## config.mk

```make
export PLATFORM = sky130hd
export DESIGN_NAME = delayed_fade_sequencer_flat
export DESIGN_NICKNAME = d
export VERILOG_FILES = /design/src/hdl/dfs_pkg.sv /design/src/hdl/dfs_if.sv /design/src/hdl/delayed_fade_sequencer.sv /design/src/hdl/dfs_div.sv /design/src/flat_wrapper.sv
export SDC_FILE = /design/constraint.sdc
export NUM_CORES = 1
export LEC_CHECK = 0
export BUFFER_PORTS_ARGS = -buffer_cell sky130_fd_sc_hd__buf_2
export CORE_ASPECT_RATIO = 2
export CORE_MARGIN = 2
export CORE_UTILIZATION = 30
export DETAILED_ROUTE_END_ITERATION = 6
export PLACE_DENSITY = 0.45
export SLEW_MARGIN = 0
export SYNTH_ARGS = -nofsm -noshare
export SYNTH_HDL_FRONTEND = slang
export SYNTH_SLANG_ARGS = --single-unit
```

## constraint.sdc

```tcl
create_clock -name clk -period 21.7 [get_ports clk]
set_input_delay 3.255 -clock clk [delete_from_list [all_inputs] [get_ports clk]]
set_output_delay 3.255 -clock clk [all_outputs]
set_load 0.01 [all_outputs]
```

## src/hdl/dfs_pkg.sv

```systemverilog
`timescale 1ns / 1ps
// Package for the delayed fade sequencer: widths, codes, state types and the
// divider request/status structs. No dependencies.
package dfs_pkg;

  localparam int TIME_BITS  = 24;
  localparam int LEVEL_BITS = 16;
  localparam int REM_BITS   = TIME_BITS + 1;
  localparam int ELAPSED_W  = 16;
  localparam int THRESH_W   = 16;
  localparam int CFG_DATA_W = TIME_BITS;
  localparam int CFG_IDX_W  = 3;
  localparam int DIVIDEND_W = TIME_BITS + LEVEL_BITS;
  localparam int DIV_CNT_W  = $clog2(LEVEL_BITS);

  localparam logic [LEVEL_BITS-1:0] LMAX    = {LEVEL_BITS{1'b1}};
  localparam logic [LEVEL_BITS-1:0] VIS_MIN = LEVEL_BITS'(7);

  // Configuration register indexes.
  localparam logic [CFG_IDX_W-1:0] REG_FADE_IN_DELAY     = CFG_IDX_W'(0);
  localparam logic [CFG_IDX_W-1:0] REG_FADE_OUT_DELAY    = CFG_IDX_W'(1);
  localparam logic [CFG_IDX_W-1:0] REG_FADE_IN_DURATION  = CFG_IDX_W'(2);
  localparam logic [CFG_IDX_W-1:0] REG_FADE_OUT_DURATION = CFG_IDX_W'(3);
  localparam logic [CFG_IDX_W-1:0] REG_SOLID_THRESHOLD   = CFG_IDX_W'(4);
  localparam logic [CFG_IDX_W-1:0] REG_DEFAULT_SHOWN     = CFG_IDX_W'(5);

  typedef enum logic [1:0] {
    MODE_TICK     = 2'd0,
    MODE_FADE_IN  = 2'd1,
    MODE_FADE_OUT = 2'd2,
    MODE_RESTORE  = 2'd3
  } mode_t;

  typedef enum logic [2:0] {
    PH_OUT        = 3'd0,
    PH_WAIT_IN    = 3'd1,
    PH_FADING_IN  = 3'd2,
    PH_IN         = 3'd3,
    PH_WAIT_OUT   = 3'd4,
    PH_FADING_OUT = 3'd5
  } phase_t;

  typedef enum logic [1:0] {
    EV_NONE     = 2'd0,
    EV_FADE_IN  = 2'd1,
    EV_FADE_OUT = 2'd2
  } event_t;

  typedef enum logic [2:0] {
    S_IDLE,
    S_EXEC,
    S_LOAD,
    S_DIV,
    S_FIN,
    S_OUT
  } fsm_state_t;

  typedef struct packed {
    logic                  start;
    logic [DIVIDEND_W-1:0] dividend;
    logic [TIME_BITS-1:0]  divisor;
  } div_req_t;

  typedef struct packed {
    logic                  done;
    logic [LEVEL_BITS-1:0] quotient;
  } div_sts_t;

endpackage

```

## src/hdl/dfs_if.sv

```systemverilog
`timescale 1ns / 1ps
// Valid/ready channel interfaces for the delayed fade sequencer: the request
// channel and the result channel. Depends on dfs_pkg.
interface dfs_in_if;
  import dfs_pkg::*;

  logic                 valid;
  logic                 ready;
  logic [1:0]           mode;
  logic [ELAPSED_W-1:0] elapsed;

  modport source (output valid, mode, elapsed, input ready);
  modport sink   (input valid, mode, elapsed, output ready);
endinterface

interface dfs_out_if;
  import dfs_pkg::*;

  logic                  valid;
  logic                  ready;
  logic [LEVEL_BITS-1:0] level;
  logic                  solid;
  logic                  shown;
  logic [1:0]            sound_event;
  logic [2:0]            phase;
  logic                  active;

  modport source (output valid, level, solid, shown, sound_event, phase, active,
                  input ready);
  modport sink   (input valid, level, solid, shown, sound_event, phase, active,
                  output ready);
endinterface

```

## src/hdl/delayed_fade_sequencer.sv

```systemverilog
`timescale 1ns / 1ps
// Delayed fade sequencer top level. Depends on dfs_pkg, dfs_if and dfs_div.
//
// Six-phase fader: faded out, waiting before fade-in, fading in, faded in,
// waiting before fade-out, fading out. Every request on the item channel
// (a tick with elapsed time, a fade-in request, a fade-out request, or a
// restore to default) produces exactly one request on the result channel
// carrying the held level, the solid and shown flags, a sound event, the
// phase and the active flag. The block works on one request at a time.
// Requests, restores and ticks that do not ramp the level go from acceptance
// through the execute and output states to the result register. A tick that
// ramps the level also goes through the load, divide and write-back states,
// where the divider forms counter * (2^LEVEL_BITS-1) / duration one quotient
// bit per cycle. A finished result sits in an output register, so the next
// request is accepted while the result still waits to be taken; processing
// of that next request stalls only at its own result hand-off. Configuration
// writes are taken at any time but must only happen while the block is idle.
// A duration register of zero behaves as one.
module delayed_fade_sequencer (
  input  logic                              clk,
  input  logic                              rst,
  dfs_in_if.sink                            item,
  dfs_out_if.source                         result,
  input  logic                              cfg_wen,
  input  logic [dfs_pkg::CFG_IDX_W-1:0]     cfg_idx,
  input  logic [dfs_pkg::CFG_DATA_W-1:0]    cfg_wdata
);
  import dfs_pkg::*;

  // Configuration registers.
  logic [TIME_BITS-1:0] fade_in_delay;
  logic [TIME_BITS-1:0] fade_out_delay;
  logic [TIME_BITS-1:0] fade_in_duration;
  logic [TIME_BITS-1:0] fade_out_duration;
  logic [THRESH_W-1:0]  solid_threshold;
  logic                 default_shown;

  // Sequencer state.
  fsm_state_t            state, state_next;
  phase_t                phase_reg, phase_reg_next;
  logic [REM_BITS-1:0]   remaining, remaining_next;
  logic                  last_request_in, last_request_in_next;
  logic [LEVEL_BITS-1:0] level_reg, level_reg_next;
  logic                  solid_reg, solid_reg_next;
  logic                  shown_reg, shown_reg_next;
  event_t                ev, ev_next;

  // Captured request.
  mode_t                 mode_q;
  logic [ELAPSED_W-1:0]  elapsed_q;

  // Datapath helpers.
  logic                  dur_in_sel;
  logic [TIME_BITS-1:0]  dur_eff;
  logic [REM_BITS-1:0]   rem_sub;
  logic [TIME_BITS-1:0]  clamped;
  logic                  fading_in;
  logic [LEVEL_BITS-1:0] new_level;
  logic                  out_load;
  logic                  div_start;
  logic [DIVIDEND_W-1:0] div_dividend;
  div_req_t              div_req;
  div_sts_t              div_sts;

  // Configuration write port.
  always_ff @(posedge clk) begin
    if (rst) begin
      fade_in_delay     <= '0;
      fade_out_delay    <= '0;
      fade_in_duration  <= TIME_BITS'(1);
      fade_out_duration <= TIME_BITS'(1);
      solid_threshold   <= THRESH_W'(32768);
      default_shown     <= 1'b0;
    end else if (cfg_wen) begin
      unique case (cfg_idx)
        REG_FADE_IN_DELAY:     fade_in_delay     <= cfg_wdata[TIME_BITS-1:0];
        REG_FADE_OUT_DELAY:    fade_out_delay    <= cfg_wdata[TIME_BITS-1:0];
        REG_FADE_IN_DURATION:  fade_in_duration  <= cfg_wdata[TIME_BITS-1:0];
        REG_FADE_OUT_DURATION: fade_out_duration <= cfg_wdata[TIME_BITS-1:0];
        REG_SOLID_THRESHOLD:   solid_threshold   <= cfg_wdata[THRESH_W-1:0];
        REG_DEFAULT_SHOWN:     default_shown     <= cfg_wdata[0];
        default: ;
      endcase
    end
  end

  // The fade-in duration serves both the wait before fade-in (where the
  // leftover time is carried into the ramp) and the fade-in ramp itself.
  assign dur_in_sel = (phase_reg == PH_WAIT_IN) || (phase_reg == PH_FADING_IN);
  always_comb begin
    dur_eff = dur_in_sel ? fade_in_duration : fade_out_duration;
    if (dur_eff == '0) begin
      dur_eff = TIME_BITS'(1);
    end
  end

  assign rem_sub   = remaining - {{(REM_BITS - ELAPSED_W){1'b0}}, elapsed_q};
  assign fading_in = (phase_reg == PH_FADING_IN);

  // Counter clamped to [0, duration]. A non-negative remaining value always
  // fits in TIME_BITS, so the sign bit alone marks the low clamp.
  always_comb begin
    if (remaining[REM_BITS-1]) begin
      clamped = '0;
    end else if (remaining[TIME_BITS-1:0] > dur_eff) begin
      clamped = dur_eff;
    end else begin
      clamped = remaining[TIME_BITS-1:0];
    end
  end

  // Dividend is clamped * LMAX, formed as a shift and one subtraction.
  assign div_dividend = {clamped, {LEVEL_BITS{1'b0}}}
                      - {{LEVEL_BITS{1'b0}}, clamped};
  assign div_req      = {div_start, div_dividend, dur_eff};

  assign new_level = fading_in ? (LMAX - div_sts.quotient) : div_sts.quotient;

  dfs_div u_div (
    .clk (clk),
    .rst (rst),
    .req (div_req),
    .sts (div_sts)
  );

  always_ff @(posedge clk) begin
    if (rst) begin
      state           <= S_IDLE;
      phase_reg       <= PH_OUT;
      remaining       <= '0;
      last_request_in <= 1'b0;
      level_reg       <= '0;
      solid_reg       <= 1'b0;
      shown_reg       <= 1'b0;
      ev              <= EV_NONE;
    end else begin
      state           <= state_next;
      phase_reg       <= phase_reg_next;
      remaining       <= remaining_next;
      last_request_in <= last_request_in_next;
      level_reg       <= level_reg_next;
      solid_reg       <= solid_reg_next;
      shown_reg       <= shown_reg_next;
      ev              <= ev_next;
    end
  end

  // Capture the request payload when it is accepted.
  always_ff @(posedge clk) begin
    if (item.valid && item.ready) begin
      mode_q    <= mode_t'(item.mode);
      elapsed_q <= item.elapsed;
    end
  end

  assign item.ready = (state == S_IDLE);

  always_comb begin
    state_next           = state;
    phase_reg_next       = phase_reg;
    remaining_next       = remaining;
    last_request_in_next = last_request_in;
    level_reg_next       = level_reg;
    solid_reg_next       = solid_reg;
    shown_reg_next       = shown_reg;
    ev_next              = ev;
    div_start            = 1'b0;
    out_load             = 1'b0;

    unique case (state)
      S_IDLE: begin
        if (item.valid) begin
          state_next = S_EXEC;
        end
      end

      S_EXEC: begin
        ev_next    = EV_NONE;
        state_next = S_OUT;
        unique case (mode_q)
          MODE_TICK: begin
            if (phase_reg == PH_WAIT_IN || phase_reg == PH_WAIT_OUT) begin
              if (rem_sub[REM_BITS-1]) begin
                // Delay expired: start the ramp at the full duration and
                // take off the overshoot right away.
                remaining_next = {1'b0, dur_eff} + rem_sub;
                phase_reg_next = dur_in_sel ? PH_FADING_IN : PH_FADING_OUT;
                ev_next        = dur_in_sel ? EV_FADE_IN : EV_FADE_OUT;
                state_next     = S_LOAD;
              end else begin
                remaining_next = rem_sub;
              end
            end else if (phase_reg == PH_FADING_IN || phase_reg == PH_FADING_OUT) begin
              remaining_next = rem_sub;
              state_next     = S_LOAD;
            end
          end
          MODE_FADE_IN: begin
            last_request_in_next = 1'b1;
            if (phase_reg == PH_OUT) begin
              remaining_next = {1'b0, fade_in_delay};
              phase_reg_next = PH_WAIT_IN;
            end
          end
          MODE_FADE_OUT: begin
            last_request_in_next = 1'b0;
            if (phase_reg == PH_IN) begin
              remaining_next = {1'b0, fade_out_delay};
              phase_reg_next = PH_WAIT_OUT;
            end
          end
          MODE_RESTORE: begin
            phase_reg_next       = default_shown ? PH_IN : PH_OUT;
            solid_reg_next       = default_shown;
            shown_reg_next       = default_shown;
            last_request_in_next = default_shown;
          end
        endcase
      end

      S_LOAD: begin
        div_start  = 1'b1;
        state_next = S_DIV;
      end

      S_DIV: begin
        if (div_sts.done) begin
          state_next = S_FIN;
        end
      end

      S_FIN: begin
        level_reg_next = new_level;
        solid_reg_next = new_level > solid_threshold;
        shown_reg_next = new_level >= VIS_MIN;
        if (remaining[REM_BITS-1]) begin
          // Ramp finished. If the latched request points the other way, the
          // opposite delay starts at once.
          phase_reg_next = fading_in ? PH_IN : PH_OUT;
          if (fading_in != last_request_in) begin
            phase_reg_next = last_request_in ? PH_WAIT_IN : PH_WAIT_OUT;
            remaining_next = last_request_in ? {1'b0, fade_in_delay}
                                             : {1'b0, fade_out_delay};
          end
        end
        state_next = S_OUT;
      end

      S_OUT: begin
        if (!result.valid || result.ready) begin
          out_load   = 1'b1;
          state_next = S_IDLE;
        end
      end

      default: state_next = S_IDLE;
    endcase
  end

  // Output register: holds one result until the consumer takes it.
  always_ff @(posedge clk) begin
    if (rst) begin
      result.valid <= 1'b0;
    end else if (out_load) begin
      result.valid <= 1'b1;
    end else if (result.ready) begin
      result.valid <= 1'b0;
    end
  end

  always_ff @(posedge clk) begin
    if (out_load) begin
      result.level       <= level_reg;
      result.solid       <= solid_reg;
      result.shown       <= shown_reg;
      result.sound_event <= ev;
      result.phase       <= phase_reg;
      result.active      <= (phase_reg == PH_WAIT_IN) || (phase_reg == PH_FADING_IN)
                         || (phase_reg == PH_WAIT_OUT) || (phase_reg == PH_FADING_OUT);
    end
  end

  // The divider only reports completion while the sequencer waits for it.
  a_div_done_in_div: assert property (@(posedge clk) disable iff (rst)
    div_sts.done |-> state == S_DIV)
    else $error("divider finished outside the divide wait");

  // A division is only started for a ramping phase.
  a_load_in_fade: assert property (@(posedge clk) disable iff (rst)
    state == S_LOAD |-> (phase_reg == PH_FADING_IN || phase_reg == PH_FADING_OUT))
    else $error("level computation started outside a fade");

  // The held level only changes when a division result is written back.
  a_level_hold: assert property (@(posedge clk) disable iff (rst)
    state != S_FIN |=> $stable(level_reg))
    else $error("level changed outside the write-back step");

endmodule

```

## src/hdl/dfs_div.sv

```systemverilog
`timescale 1ns / 1ps
// Bit-serial restoring divider: one quotient bit per cycle.
// Depends on dfs_pkg. The caller guarantees the quotient fits in LEVEL_BITS.
module dfs_div (
  input  logic              clk,
  input  logic              rst,
  input  dfs_pkg::div_req_t req,
  output dfs_pkg::div_sts_t sts
);
  import dfs_pkg::*;

  logic                  busy;
  logic                  done;
  logic [DIV_CNT_W-1:0]  cnt;
  logic [TIME_BITS-1:0]  rem;
  logic [LEVEL_BITS-1:0] low;
  logic [TIME_BITS-1:0]  divisor;
  logic [TIME_BITS:0]    trial;
  logic [TIME_BITS:0]    diff;
  logic                  qbit;
  logic [TIME_BITS-1:0]  rem_next;

  // Bring down the next dividend bit and try one subtraction.
  assign trial    = {rem, low[LEVEL_BITS-1]};
  assign diff     = trial - {1'b0, divisor};
  assign qbit     = !diff[TIME_BITS];
  assign rem_next = qbit ? diff[TIME_BITS-1:0] : trial[TIME_BITS-1:0];

  always_ff @(posedge clk) begin
    if (rst) begin
      busy <= 1'b0;
      done <= 1'b0;
      cnt  <= '0;
    end else begin
      done <= 1'b0;
      if (req.start) begin
        busy <= 1'b1;
        cnt  <= '0;
      end else if (busy) begin
        cnt <= cnt + 1'b1;
        if (cnt == DIV_CNT_W'(LEVEL_BITS - 1)) begin
          busy <= 1'b0;
          done <= 1'b1;
        end
      end
    end
  end

  // The dividend's low bits shift out as the quotient bits shift in.
  always_ff @(posedge clk) begin
    if (req.start) begin
      rem     <= req.dividend[DIVIDEND_W-1:LEVEL_BITS];
      low     <= req.dividend[LEVEL_BITS-1:0];
      divisor <= req.divisor;
    end else if (busy) begin
      rem <= rem_next;
      low <= {low[LEVEL_BITS-2:0], qbit};
    end
  end

  assign sts = {done, low};

endmodule
```

## src/flat_wrapper.sv

```systemverilog
// flat-port wrapper written by rule: the top's interface ports become plain ports
module delayed_fade_sequencer_flat import dfs_pkg::*;
  (clk, rst, cfg_wen, cfg_idx, cfg_wdata, item_valid, item_mode, item_elapsed, item_ready, result_valid, result_level, result_solid, result_shown, result_sound_event, result_phase, result_active, result_ready);
  dfs_in_if item_i ();
  dfs_out_if result_i ();
  input  logic clk;
  input  logic rst;
  input  logic cfg_wen;
  input  logic [dfs_pkg::CFG_IDX_W-1:0] cfg_idx;
  input  logic [dfs_pkg::CFG_DATA_W-1:0] cfg_wdata;
  input wire logic [$bits(item_i.valid)-1:0] item_valid;
  input wire logic [$bits(item_i.mode)-1:0] item_mode;
  input wire logic [$bits(item_i.elapsed)-1:0] item_elapsed;
  output wire logic [$bits(item_i.ready)-1:0] item_ready;
  output wire logic [$bits(result_i.valid)-1:0] result_valid;
  output wire logic [$bits(result_i.level)-1:0] result_level;
  output wire logic [$bits(result_i.solid)-1:0] result_solid;
  output wire logic [$bits(result_i.shown)-1:0] result_shown;
  output wire logic [$bits(result_i.sound_event)-1:0] result_sound_event;
  output wire logic [$bits(result_i.phase)-1:0] result_phase;
  output wire logic [$bits(result_i.active)-1:0] result_active;
  input wire logic [$bits(result_i.ready)-1:0] result_ready;
  assign item_i.valid = item_valid;
  assign item_i.mode = item_mode;
  assign item_i.elapsed = item_elapsed;
  assign item_ready = item_i.ready;
  assign result_valid = result_i.valid;
  assign result_level = result_i.level;
  assign result_solid = result_i.solid;
  assign result_shown = result_i.shown;
  assign result_sound_event = result_i.sound_event;
  assign result_phase = result_i.phase;
  assign result_active = result_i.active;
  assign result_i.ready = result_ready;
  delayed_fade_sequencer u_core (.clk(clk), .rst(rst), .item(item_i), .result(result_i), .cfg_wen(cfg_wen), .cfg_idx(cfg_idx), .cfg_wdata(cfg_wdata));
endmodule
```

==> impl_results.md, run 1 <==
- Crit-path max FO: 38
- EDFF count, synth: 106
- Design Area, Final: 0.0199 mm^2
- # rows: 126
- Register with the most flip-flops: u_core.remaining
- Post-route ant nets: 0
- Total CTS buffers: 28
- Number of global-route vias before repair: 16100
- Final Setup Violations: 0
- Number of fill cells: 6333
- Clock buffer depth: 3
- Achievable frequency: 0.121 GHz
- CTS H-tree lvls: 1
- Fin. max-slew vios: 0
- Syn Area/Cell: 8.34 um^2
- Tmin final: 8260 ps
- Post-DP Area: 0.0190 mm^2
- Power density cells: 160 mW/mm^2
- Share of flip-flops with an asynchronous set or reset: 0%
- Die Span X: 177 um
- CTS Hold Buffers Added: 0
- Top-count cell post-synth: nand2_1
- Gp weighted congestion: 0.922
- DP Cell Count: 2904
- Post-synth top cells: 344 x nand2_1, 243 x a21oi_1, 172 x dfxtp_1, 145 x nor2_1, 129 x inv_1
- Largest net degree at the start of global routing: 90
- Synthesized area: 0.0179 mm^2
- 1st-iter DRT viols: 882
- Final wirelength: 71600 um
- Post-layout util: 33.8%
- Req. time, crit path: 22010 ps
- Final Cycle Share: 38.0%
- Clk slew on worst S/H paths: 70 ps
- Final Net Count: 2340
- # DRC: 0
- Clock Sinks: 278
- Pleak: 7.64 nW
- Synth Net Count: 2321
- Maximum vdd ir drop: 0.0897 mV
- Diodes inserted: 0
- Post-CTS Setup Bufs: 0
- Top cells by area, synth: dfxtp_1 19%, edfxtp_1 18%, ha_1 8.5%
- Yosys warnings: 0
- Top cell type's share of synthesized area: 19.2%
- Clock Skews: 34.1 ps
- Worst Slack Setup Final: 13440 ps
- First-pass DRT Iterations: 5
- Worst slew pin tran: 1140 ps
- Area leader, netlist: dfxtp_1
- Critical path launch point type: flip-flop
- Storage cell area: 0.00663 mm^2
- Layout cells sized above 1: 9.24%
- Gr ovfl total: 0
- Post-synth cell types: 87
- Wire per inst: 24.2 um
- Max reg flops: 25
- Layout Cells excl Fill: 2953
- Core Area: 0.0590 mm^2
- Synth Instances: 2147
- Post_cts resized: 0
- Hold Vio Cnt, Final: 0
- Setup crit end kind: flip-flop
- Post-Place Worst Slack: 13600 ps
- Critical path class: reg -> reg
- DIE HEIGHT: 349 um
- Dpl hpwl: 56400 um
- Final TNS setup: 0 ps
- Synthesis-to-layout area growth: 11.4%
- # IOs: 76
- CTS root buf: clkbuf_16
- Outcome: finished clean
- Via density per instance: 5.39
- Clk Latency, worst-skew pair: 610 ps
- Main synth FF type: dfxtp_1
- Initial antenna violation count: 0
- RSZ-0062 raised after global routing: no
- First-pass GRT wire length: 105000 um
- Relative slew slack: 23.7%
- Vias after detailed routing: 15900
- Starting density of the core: 30.4%
- Max Cap Viol: 0
- Footprint of the multi-input gates: 0.0103 mm^2
- GR Util All Layers: 23.2%
- Worst min-delay path class: reg -> reg
- Post-synthesis register bit count: 278
- CTS tree: done
- IO buf count: 75
- Die area: 0.0617 mm^2
- Seq/Total Area, Yosys: 37.0%
- Crit path DAT: 8560 ps
-- per-layer routing --
layer,GRT usage (%),vias up,routed length (um)
met2,44.0,412,38200
met1,21.8,7597,23900
met4,20.4,0,7480
li1,-,7702,-
met5,0,-,0
met3,2.11,213,2080
-- final cells by class --
cell class	count	area share, %
Timing Repair Buffer	108	3.14
Tap cell	768	4.82
Sequential cell	278	33.2
Clock buffer	38	3.85
Inverter	131	2.47
Clock inverter	11	0.678
Multi-Input combinational cell	1619	51.8
-- placed cells by master, fill, tap and decap left out, types with 19 or more instances in the layout --
| master | count |
|---|---|
| ha_1 | 121 |
| nand3_1 | 27 |
| clkbuf_16 | 28 |
| xnor2_1 | 78 |
| xor2_1 | 26 |
| edfxtp_1 | 106 |
| dfxtp_1 | 172 |
| nor4_1 | 22 |
| o21a_1 | 19 |
| nor2_1 | 144 |
| nand2b_1 | 19 |
| a21oi_1 | 243 |
| nor2b_1 | 24 |
| a22oi_1 | 23 |
| a21o_1 | 33 |
| o211ai_1 | 27 |
| a211oi_1 | 66 |
| buf_4 | 34 |
| mux2i_1 | 57 |
| inv_1 | 128 |
| nor3_1 | 32 |
| o21ai_0 | 93 |
| nand2_1 | 343 |
| buf_2 | 74 |
-- worst paths after layout --
kind	from	cells after the start	endpoint	slack (ps)
setup / recovery	u_core.phase_reg[0]$_SDFFE_PP0P_	23	u_core.u_div.rem[16]$_DFFE_PP_	13440
hold / removal	u_core.level_reg[3]$_SDFFE_PP0P_	0	u_core.result.level[3]$_DFFE_PP_	430
setup reg to reg	u_core.phase_reg[0]$_SDFFE_PP0P_	23	u_core.u_div.rem[16]$_DFFE_PP_	13440
hold reg to reg	u_core.level_reg[3]$_SDFFE_PP0P_	0	u_core.result.level[3]$_DFFE_PP_	430
-- per-stage QoR --
step | hold slack (ps) | power, mW
2_1_floorplan | 403 | 2.07
3_3_place_gp | 416 | 2.70
3_5_place_dp | 419 | 2.71
4_1_cts | 436 | 3.22
5_1_grt | 446 | 3.42
6_report | 430 | 3.20
-- logic make-up after synthesis --
family / count (synthesis) / share of synthesized area (%)
AOI/OAI and AO/OA: 620 / 21.9
xor gates and xnor gates: 105 / 5.18
adders and majority gates: 125 / 8.86
buffers and inverters: 250 / 5.44
DFF: 278 / 37.0
muxes: 70 / 4.01
and+or+nand+nor: 699 / 17.6
-- critical path, stage by stage (launching register included) --
cell	delay, ps
dfxtp_1	540
xnor2_2	170
nor2_4	100
buf_4	490
mux2i_1	390
ha_1	320
a21oi_1	190
a21oi_1	100
a2111oi_0	720
nand3_1	560
o21a_2	530
buf_4	310
o211ai_1	520
ha_1	380
and2_1	190
a221o_1	330
a21o_1	190
a21o_1	210
a21o_1	180
a21oi_1	530
nand2_1	290
a21oi_1	390
a21o_1	180
a31oi_1	70
-- power by group --
group          switching (mW)  internal [mW]
combinational            1.32          0.749
sequential             0.0470          0.582
clock                   0.227          0.273
total                    1.59           1.60
No activity file was read; power rests on OpenSTA's default activity.
==> run 2, diff against run 1 <==
==> constraint.sdc (replaced) <==
create_clock -name clk -period 8.1 [get_ports clk]
set_input_delay 1.215 -clock clk [delete_from_list [all_inputs] [get_ports clk]]
set_output_delay 1.215 -clock clk [all_outputs]
set_load 0.01 [all_outputs]
==> run 2 against run 1 <==
Cell area rose by 0.42%. Critical path depth rose by 2. Flip-flop and latch count stayed put. Worst setup slack got worse by 13000 ps. Die area did not move. Largest cell class unchanged. Worst hold slack hardly changed. Critical endpoint unchanged. Final cell count increased by 0.37%. Register-to-register slack lost 13000 ps. Non-clock buffer count rose by 6. Critical path type unchanged. Total power increased to 2.7 times the previous value.
==> impl_results.md, run 2 (synthesis results as in run 1) <==
- Outcome: finished clean (unchanged)
- Critical path launch point type: flip-flop (unchanged)
- Max Cap Viol: 0 (unchanged)
- Gp weighted congestion: 1.01 (was 0.922)
- Crit-path leading delay family: compound AO/OA/AOI/OAI gates (unchanged)
- Final TNS setup: 0 ps (unchanged)
- Worst Slack Setup Final: 610 ps (was 13440 ps)
- Maximum vdd ir drop: 0.362 mV (was 0.0897 mV)
- Initial antenna violation count: 0 (unchanged)
- Post-route ant nets: 0 (unchanged)
- Dpl hpwl: 56500 um (was 56400 um)
- Via density per instance: 5.35 (was 5.39)
- RSZ-0062 raised after global routing: no (unchanged)
- Register with the most flip-flops: u_core.remaining (unchanged)
- CTS Hold Buffers Added: 0 (unchanged)
- Critical path's most frequent cell: a21o_1
- Gr ovfl total: 0 (unchanged)
- Clk slew on worst S/H paths: 70 ps (about the same)
- Fin. max-slew vios: 0 (unchanged)
- Relative slew slack: 28.4% (was 23.7%)
- Max reg flops: 25 (unchanged)
- Final wirelength: 72000 um (was 71600 um)
- Power density cells: 434 mW/mm^2 (was 160 mW/mm^2)
- Clock buffer depth: 3 (unchanged)
- Synthesis-to-layout area growth: 11.9% (was 11.4%)
- CTS tree: done (unchanged)
- First-pass GRT wire length: 105000 um (about the same)
- Req. time, crit path: 8430 ps (was 22010 ps)
- Commonest cells after routing, fill and taps aside: 343 x nand2_1, 243 x a21oi_1, 172 x dfxtp_1 (unchanged)
- Tmin final: 7490 ps (was 8260 ps)
- Critical path class: reg -> reg (unchanged)
- Worst min-delay path class: reg -> reg (unchanged)
- Clk Latency, worst-skew pair: 620 ps (was 610 ps)
- IO buf count: 75 (unchanged)
- Diodes inserted: 0 (unchanged)
- CTS root buf: clkbuf_16 (unchanged)
- Hold Vio Cnt, Final: 0 (unchanged)
- DIE HEIGHT: 349 um (unchanged)
- Post_cts resized: 0 (unchanged)
- Vias after detailed routing: 15900 (about the same)
- Wire per inst: 24.3 um (was 24.2 um)
- Die area: 0.0617 mm^2 (unchanged)
- First-pass DRT Iterations: 5 (unchanged)
- WP buf/inv: 4 (was 2)
- Clock Sinks: 278 (unchanged)
- Crit-path max FO: 27 (was 38)
- Slowest cell on crit path: o21a_2 (was a2111oi_0)
- Layout cells sized above 1: 9.74% (was 9.24%)
- GR Util All Layers: 23.3% (was 23.2%)
- Clock Skews: 19.3 ps (was 34.1 ps)
- Worst slew pin tran: 1060 ps (was 1140 ps)
- Final Setup Violations: 0 (unchanged)
- Most common cell after layout, fill and taps aside: nand2_1 (unchanged)
- Max stage delay on crit path: 570 ps (was 720 ps)
- CTS H-tree lvls: 1 (unchanged)
- Total CTS buffers: 29 (was 28)
- Final Cycle Share: 92.5% (was 38.0%)
- Setup crit end kind: flip-flop (unchanged)
- Largest net degree at the start of global routing: 72 (was 90)
- Number of global-route vias before repair: 16000 (was 16100)
- Final Net Count: 2347 (was 2340)
- Pleak: 7.69 nW (was 7.64 nW)
- # rows: 126 (unchanged)
- # DRC: 0 (unchanged)
- Post-Place Worst Slack: 746 ps (was 13600 ps)
- # IOs: 76 (unchanged)
- Achievable frequency: 0.134 GHz (was 0.121 GHz)
- Die Span X: 177 um (unchanged)
- Post-CTS Setup Bufs: 0 (unchanged)
- Post-layout util: 34.0% (was 33.8%)
- Core Area: 0.0590 mm^2 (unchanged)
- Crit path DAT: 7820 ps (was 8560 ps)
- Starting density of the core: 30.4% (unchanged)
- DP Cell Count: 2910 (was 2904)
- Layout Cells excl Fill: 2964 (was 2953)
- 1st-iter DRT viols: 863 (was 882)
-- run 2: metrics by stage --
step                      total power, mW  hold WS, ps  instance area (um^2)
after global routing                 9.28          440                 20000
after global placement               7.33          417                 19100
after floorplan                      5.56          403                 17900
after CTS                            8.75          432                 20000
after detailed placement             7.34          421                 19100
final                                8.69          431                 20000
-- run 2: worst paths after layout --
path | start | endpoint | slack [ps] | cells after the start
setup reg to reg | u_core.phase_reg[1]$_SDFFE_PP0P_ | u_core.u_div.rem[16]$_DFFE_PP_ | 610 | 25
setup / recovery | u_core.phase_reg[1]$_SDFFE_PP0P_ | u_core.u_div.rem[16]$_DFFE_PP_ | 610 | 25
hold reg to reg | u_core.ev[1]$_SDFFE_PP0P_ | u_core.result.sound_event[1]$_DFFE_PP_ | 430 | 0
hold / removal | u_core.ev[1]$_SDFFE_PP0P_ | u_core.result.sound_event[1]$_DFFE_PP_ | 430 | 0
-- run 2: per-layer routing --
metal,GRT usage (%),routed length [um]
met5,0,0
met4,19.0,6800
met3,1.97,1980
met2,44.9,39000
met1,21.8,24200
-- run 2: cell type report --
type | count | area, um^2
fill | 6245 | 38900
inverter | 131 | 492
multi-input combinational | 1619 | 10300
clock inverter | 21 | 170
timing repair buffer | 114 | 671
clock buffer | 33 | 772
tap | 768 | 961
sequential | 278 | 6630
-- run 2: report_power, final --
group	internal (mW)	switching [mW]	total [mW]
combinational	2.09	3.51	5.61
sequential	1.56	0.145	1.70
clock	0.726	0.650	1.38
total	4.38	4.31	8.69
-- run 2: worst register-to-register path: cells and delay by family, from the launching register on --
family	cells	cell delay (ps)
simple gates	6	1260
xor+xnor	1	150
compound gates	11	3240
flops	1	540
buf+inv	4	910
mux	1	480
fa+ha+maj	2	630
